===== config.mk =====
export PLATFORM = sky130hd
export DESIGN_NAME = c3zp_cell
export DESIGN_NICKNAME = d
export VERILOG_FILES = /design/src/hw/rtl/c3zp_pkg.sv /design/src/hw/rtl/c3zp_cell.sv
export SDC_FILE = /design/constraint.sdc
export NUM_CORES = 1
export LEC_CHECK = 0
export ABC_AREA = 1
export BUFFER_PORTS_ARGS = -buffer_cell sky130_fd_sc_hd__buf_4
export CORE_MARGIN = 8
export CORE_UTILIZATION = 62
export CTS_BUF_LIST = sky130_fd_sc_hd__clkbuf_16
export DETAILED_ROUTE_END_ITERATION = 6
export MAX_ROUTING_LAYER = met4
export PLACE_DENSITY_LB_ADDON = 0.05
export SKIP_CTS_REPAIR_TIMING = 1
export SYNTH_ARGS = -nofsm -noshare
export SYNTH_HDL_FRONTEND = slang
export SYNTH_SLANG_ARGS = --single-unit
export TNS_END_PERCENT = 50

===== constraint.sdc =====
create_clock -name i_clk -period 5.5 [get_ports i_clk]
set_input_delay 1.1 -clock i_clk [delete_from_list [all_inputs] [get_ports i_clk]]
set_output_delay 1.1 -clock i_clk [all_outputs]
set_load 0.1 [all_outputs]

===== src/hw/rtl/c3zp_pkg.sv =====
// ---------------------------------------------------------------------------
// c3zp_pkg: shared types and constants of the 3x3 zero-padded convolution
// Pixel and column types, the cell control bundle, register map and defaults.
// ---------------------------------------------------------------------------
package c3zp_pkg;

    localparam int PIX_W         = 8;
    localparam int OUT_W         = 20;
    localparam int COEF_REG_W    = 24;
    localparam int WID_W         = 11;
    localparam int HGT_W         = 13;
    localparam int ROW_W         = HGT_W + 1;
    localparam int APB_AW        = 5;
    localparam int APB_DW        = 32;

    localparam int MAX_WIDTH_DEF = 1024;
    localparam int COEF_BITS_DEF = 8;

    // register indexes (byte address / 4)
    localparam logic [2:0] REG_COEFF_TOP = 3'd0;
    localparam logic [2:0] REG_COEFF_MID = 3'd1;
    localparam logic [2:0] REG_COEFF_BOT = 3'd2;
    localparam logic [2:0] REG_WIDTH     = 3'd3;
    localparam logic [2:0] REG_HEIGHT    = 3'd4;

    typedef logic [PIX_W-1:0] t_pix;

    // one window column: [0] row above, [1] center row, [2] row below
    typedef logic [2:0][PIX_W-1:0] t_col;

    typedef struct packed {
        logic load;     // window advances this cycle
        logic restart;  // load the fill column instead of the neighbor
        logic snap;     // capture the neighbor column for a result
        logic prod_en;  // product stage advances
        logic sum_en;   // column sum stage advances
    } t_cell_ctl;

endpackage


===== src/hw/rtl/c3zp_cell.sv =====
// ---------------------------------------------------------------------------
// c3zp_cell: one column of the 3x3 window
// Holds a window column, takes its right neighbor's column on each step,
// and weighs a captured column by its three coefficients over two stages.
// ---------------------------------------------------------------------------
module c3zp_cell
    import c3zp_pkg::*;
#(
    parameter int COEF_BITS = COEF_BITS_DEF
) (
    input  logic                          i_clk,
    input  logic                          i_rst_n,
    input  t_cell_ctl                     i_ctl,
    input  t_col                          i_feed,
    input  t_col                          i_fill,
    input  logic [2:0][COEF_BITS-1:0]     i_coef,
    output t_col                          o_col,
    output logic signed [COEF_BITS+10:0]  o_sum
);

    localparam int PW = COEF_BITS + 9;

    t_col                   r_col;
    t_col                   r_snap;
    logic signed [PW-1:0]   r_prod [3];
    logic signed [PW+1:0]   r_sum;

    // window column: shift in from the right or restart
    always_ff @(posedge i_clk) begin
        if (!i_rst_n) begin
            r_col <= '0;
        end else if (i_ctl.load) begin
            r_col <= i_ctl.restart ? i_fill : i_feed;
        end
    end

    always_ff @(posedge i_clk) begin
        if (i_ctl.snap) begin
            r_snap <= i_feed;
        end
        if (i_ctl.prod_en) begin
            for (int k = 0; k < 3; k++) begin
                r_prod[k] <= $signed({1'b0, r_snap[k]}) * $signed(i_coef[k]);
            end
        end
        if (i_ctl.sum_en) begin
            r_sum <= (PW+2)'(r_prod[0]) + (PW+2)'(r_prod[1]) + (PW+2)'(r_prod[2]);
        end
    end

    assign o_col = r_col;
    assign o_sum = r_sum;

endmodule


After elaboration in Yosys (flattened, before gate mapping)
Memories as Yosys holds them, arrays and structs flattened.
Index checks and enable logic that the tools add are counted.
Cells by class
  multipliers: 3
  add/sub/neg operators: 2
  multiplexer cells: 3
Operators with widths (number)
  $mul 9x8->17: 3
  $mux 24: 1
  $add 18x17->19: 1
  $add 17x17->18: 1
  $mux 1: 2
Storage, ports and cells
  flip-flop bits (word level): 67
  RAM bits: 51
  logic and storage cells: 16
  memories: 1
  input bits: 79
Memory list
  r_prod: words 3, bits a word 17, rd ports 3, clocked after memory_dff 0, write ports 3, line c3zp_cell.sv:25  | logic signed [PW-1:0] r_prod [3];

Logic depth before layout (Yosys ltp)
  depth in word-level cells: 2
  depth in mapped cells: 21
  mapped depth without buffers: 20

Worst setup path after synthesis
No wires, ideal clock.
  kind: input to register
  start point: input i_coef[23] in the netlist's numbering
  end point: memory r_prod[0][46] in the netlist's numbering, data pin
  stages on the path: 15
  slack: 0.600 ns
  buffers on the path: 0
  setup time: 0.259 ns
  data arrival time: 4.641 ns
  cell sequence: clkinv_1 -> or2_2 -> fa_1 -> fa_1 -> inv_1 -> fa_1 -> inv_1 -> fa_1 -> inv_1 -> ha_1 -> a21oi_1 -> o21ai_2 -> nand3_1 -> nand2_1 -> xor2_1
RTL lines
  start: declaration: line c3zp_cell.sv:16  | input logic [2:0][COEF_BITS-1:0] i_coef,
  end: declaration: line c3zp_cell.sv:25

==> results.json <==
{
  "power_density_nw_per_um2": 559,
  "status": "finished, final reports clean",
  "mostFrequentLayoutCells": "nand2_1, inv_1, ha_1",
  "design_area_um2": 13900,
  "finalHoldViolations": 0,
  "hp-class": "reg -> reg",
  "leakage_uw": 0.00797,
  "viasPerCell": 5.02,
  "crit_path_frequent_cell": "nand2_1",
  "nets": 1909,
  "drcViolationCount": 0,
  "cpPeakStageDelay_ps": 490,
  "synth-seq-cells": 118,
  "critical_path.slowest_cell": "fa_1",
  "die_height_um": 157,
  "clkTransAtPathRegs_ps": 60,
  "drtAntennaViolNets": 0,
  "syn2layout_area_growth_pct": 13.4,
  "syn_inst": 1470,
  "final_common_cell": "nand2_1",
  "syn-num-nets": 1824,
  "max_cap_viol_count": 0,
  "post-place-ws_ps": 447,
  "critPathKind": "in -> reg",
  "dieArea_um2": 24600,
  "fp.dieW_um": 157,
  "final.setup_skew_ps": 10.7,
  "gp_congestion": 0.887,
  "first_pass_iters": 5,
  "fin_setup_tns_ps": 0,
  "numClockSinks": 118,
  "start_kind": "primary input",
  "vias": 9206,
  "setup_ws_ps": 874,
  "wl_per_cell_um": 14.0,
  "core.rowCount": 51,
  "antenna_found_initial": 1,
  "yosys_warnings": 0,
  "grt_remaining_overflow": 0,
  "clock.fmax_mhz": 216,
  "drt-initial-drc-count": 548,
  "drive_above_1_share": 0.112,
  "wl_um": 25700,
  "core_area_um2": 19500,
  "clk_latency_ps": 420,
  "yosysSeqAreaShare": 0.269,
  "setup_viol": 0,
  "cp.arrival_ps": 4790,
  "cp_top_family": "adder cells",
  "crit_path_end_kind": "flip-flop",
  "numCtsBuffers": 17,
  "cts.htree.levels": 4,
  "tritoncts": "built",
  "dpl-instance-area_um2": 13300,
  "path_max_fanout": 9,
  "grt_max_degree": 52,
  "tightest_slew_ps": 810,
  "cts_root_buf": "clkbuf_16",
  "portBuffers": 121,
  "syn-cell-area_um2": 12300,
  "crit_buf_inv": 5,
  "vdd_drop_max_uv": 358,
  "cp_cell_sequence": "buf_4, clkinv_1, or2_2, fa_1, fa_1, inv_1, fa_1, inv_1, fa_1, inv_1, ha_1, a21oi_1, o21ai_2, nand2_1, nand2_2, nand2_1, nand2_1, nand2_1, nand2_1",
  "max-clock-path-buffers": 2,
  "rsz0062_at_grt": "false",
  "final_util": 0.717,
  "slew_violations": 0,
  "start_util": 0.632,
  "min_period_ps": 4630,
  "syn_avg_cell_area_um2": 8.37,
  "grt_pass1_vias": 9260,
  "dp.final_hpwl_um": 21400,
  "grt_pass1_wl_um": 43600,
  "grt_usage": 0.229,
  "max-slew-margin-rel": 0.460,
  "io_pins": 122,
  "synth.distinct_cells": 32,
  "crit_required_ps": 5660,
  "period_share": 0.841
}
==> metal layers <==
metal | part of all wire | vias to the layer above | global-route usage
met1 | 0.46 | 4288 | 0.300
met5 | 0 | - | -
li1 | - | 4630 | -
met3 | 0.049 | 31 | 0.0342
met4 | 0.023 | 0 | 0.0769
met2 | 0.47 | 257 | 0.361
==> worst reg2reg max path, stage by stage (launching register included) <==
cell	delay [ps]
edfxtp_1	530
or2_2	360
fa_1	470
fa_1	540
inv_1	50
fa_1	530
inv_1	50
fa_1	520
inv_1	40
ha_1	350
a21oi_1	220
o21ai_2	120
nand4_1	100
nand3_1	80
nand2_1	70
nand2_1	40
==> state kept, by name, indices dropped and copies added, names as in the netlist <==
signal,flops
o_col,24
r_prod,51
r_snap,24
o_sum,19
==> synthesized netlist by cell type (all sizes together) <==
master / count / area, um2
nand2: 381 / 1440
inv: 372 / 1400
ha: 146 / 1830
fa: 129 / 2580
edfxtp: 94 / 2820
nand3: 57 / 290
nor2: 52 / 198
clkbuf: 49 / 184
a21oi: 40 / 200
o211ai: 25 / 188
dfxtp: 24 / 480
xor2: 23 / 201
o21ai: 18 / 105
or2: 10 / 62.6
nor3: 9 / 45.0
xnor2: 9 / 78.8
buf: 8 / 41.3
nand4: 7 / 43.8
a31oi: 4 / 25.0
a21o: 3 / 22.5
clkinv: 3 / 11.3
o21a: 3 / 22.5
and2: 2 / 12.5
o2111ai: 1 / 8.76
o21bai: 1 / 7.51
==> path summary, 6_finish.rpt <==
path | depth (start not counted) | endpoint | from | slack (ps)
setup / recovery | 19 | r_prod[0][14] | i_coef[7] | 870
hold / removal | 2 | o_col[18] | o_col[18] | 480
setup reg to reg | 15 | r_prod[0][50] | r_snap[16] | 1170
hold reg to reg | 2 | o_col[18] | o_col[18] | 480
==> stage by stage <==
step / hold slack (ps) / total power (uW) / cells
2_1_floorplan: 680 / 5510 / 1470
3_3_place_gp: 464 / 6540 / 1801
3_5_place_dp: 464 / 6610 / 1801
4_1_cts: 483 / 7830 / 1833
5_1_grt: 493 / 8560 / 1834
6_report: 482 / 7790 / 1834
==> final cells by class <==
| type | count | area (um2) |
|---|---|---|
| clock inverter | 15 | 191 |
| tap | 265 | 332 |
| fill | 1592 | 5520 |
| clock buffer | 17 | 425 |
| sequential | 118 | 3300 |
| antenna | 1 | 2.50 |
| timing repair buffer | 123 | 923 |
| multi-input combinational | 920 | 7360 |
| inverter | 375 | 1410 |
==> report_power, final <==
part	internal (uW)	switching [uW]	total (uW)
logic	1730	3260	4990
clock network	724	440	1160
registers	1470	166	1640
total	3930	3860	7790
==> cell families (layout without fill, tap and decap cells) <==
family          after synthesis  after routing  synth area share
xor+xnor                     32             32            0.0228
fa+ha+maj                   275            275             0.359
buf+inv                     432            530             0.133
simple gates                518            518             0.170
other cells                   0              1                 0
compound gates               95             95            0.0471
flops                       118            118             0.269
(Power assumes the default switching activity.)
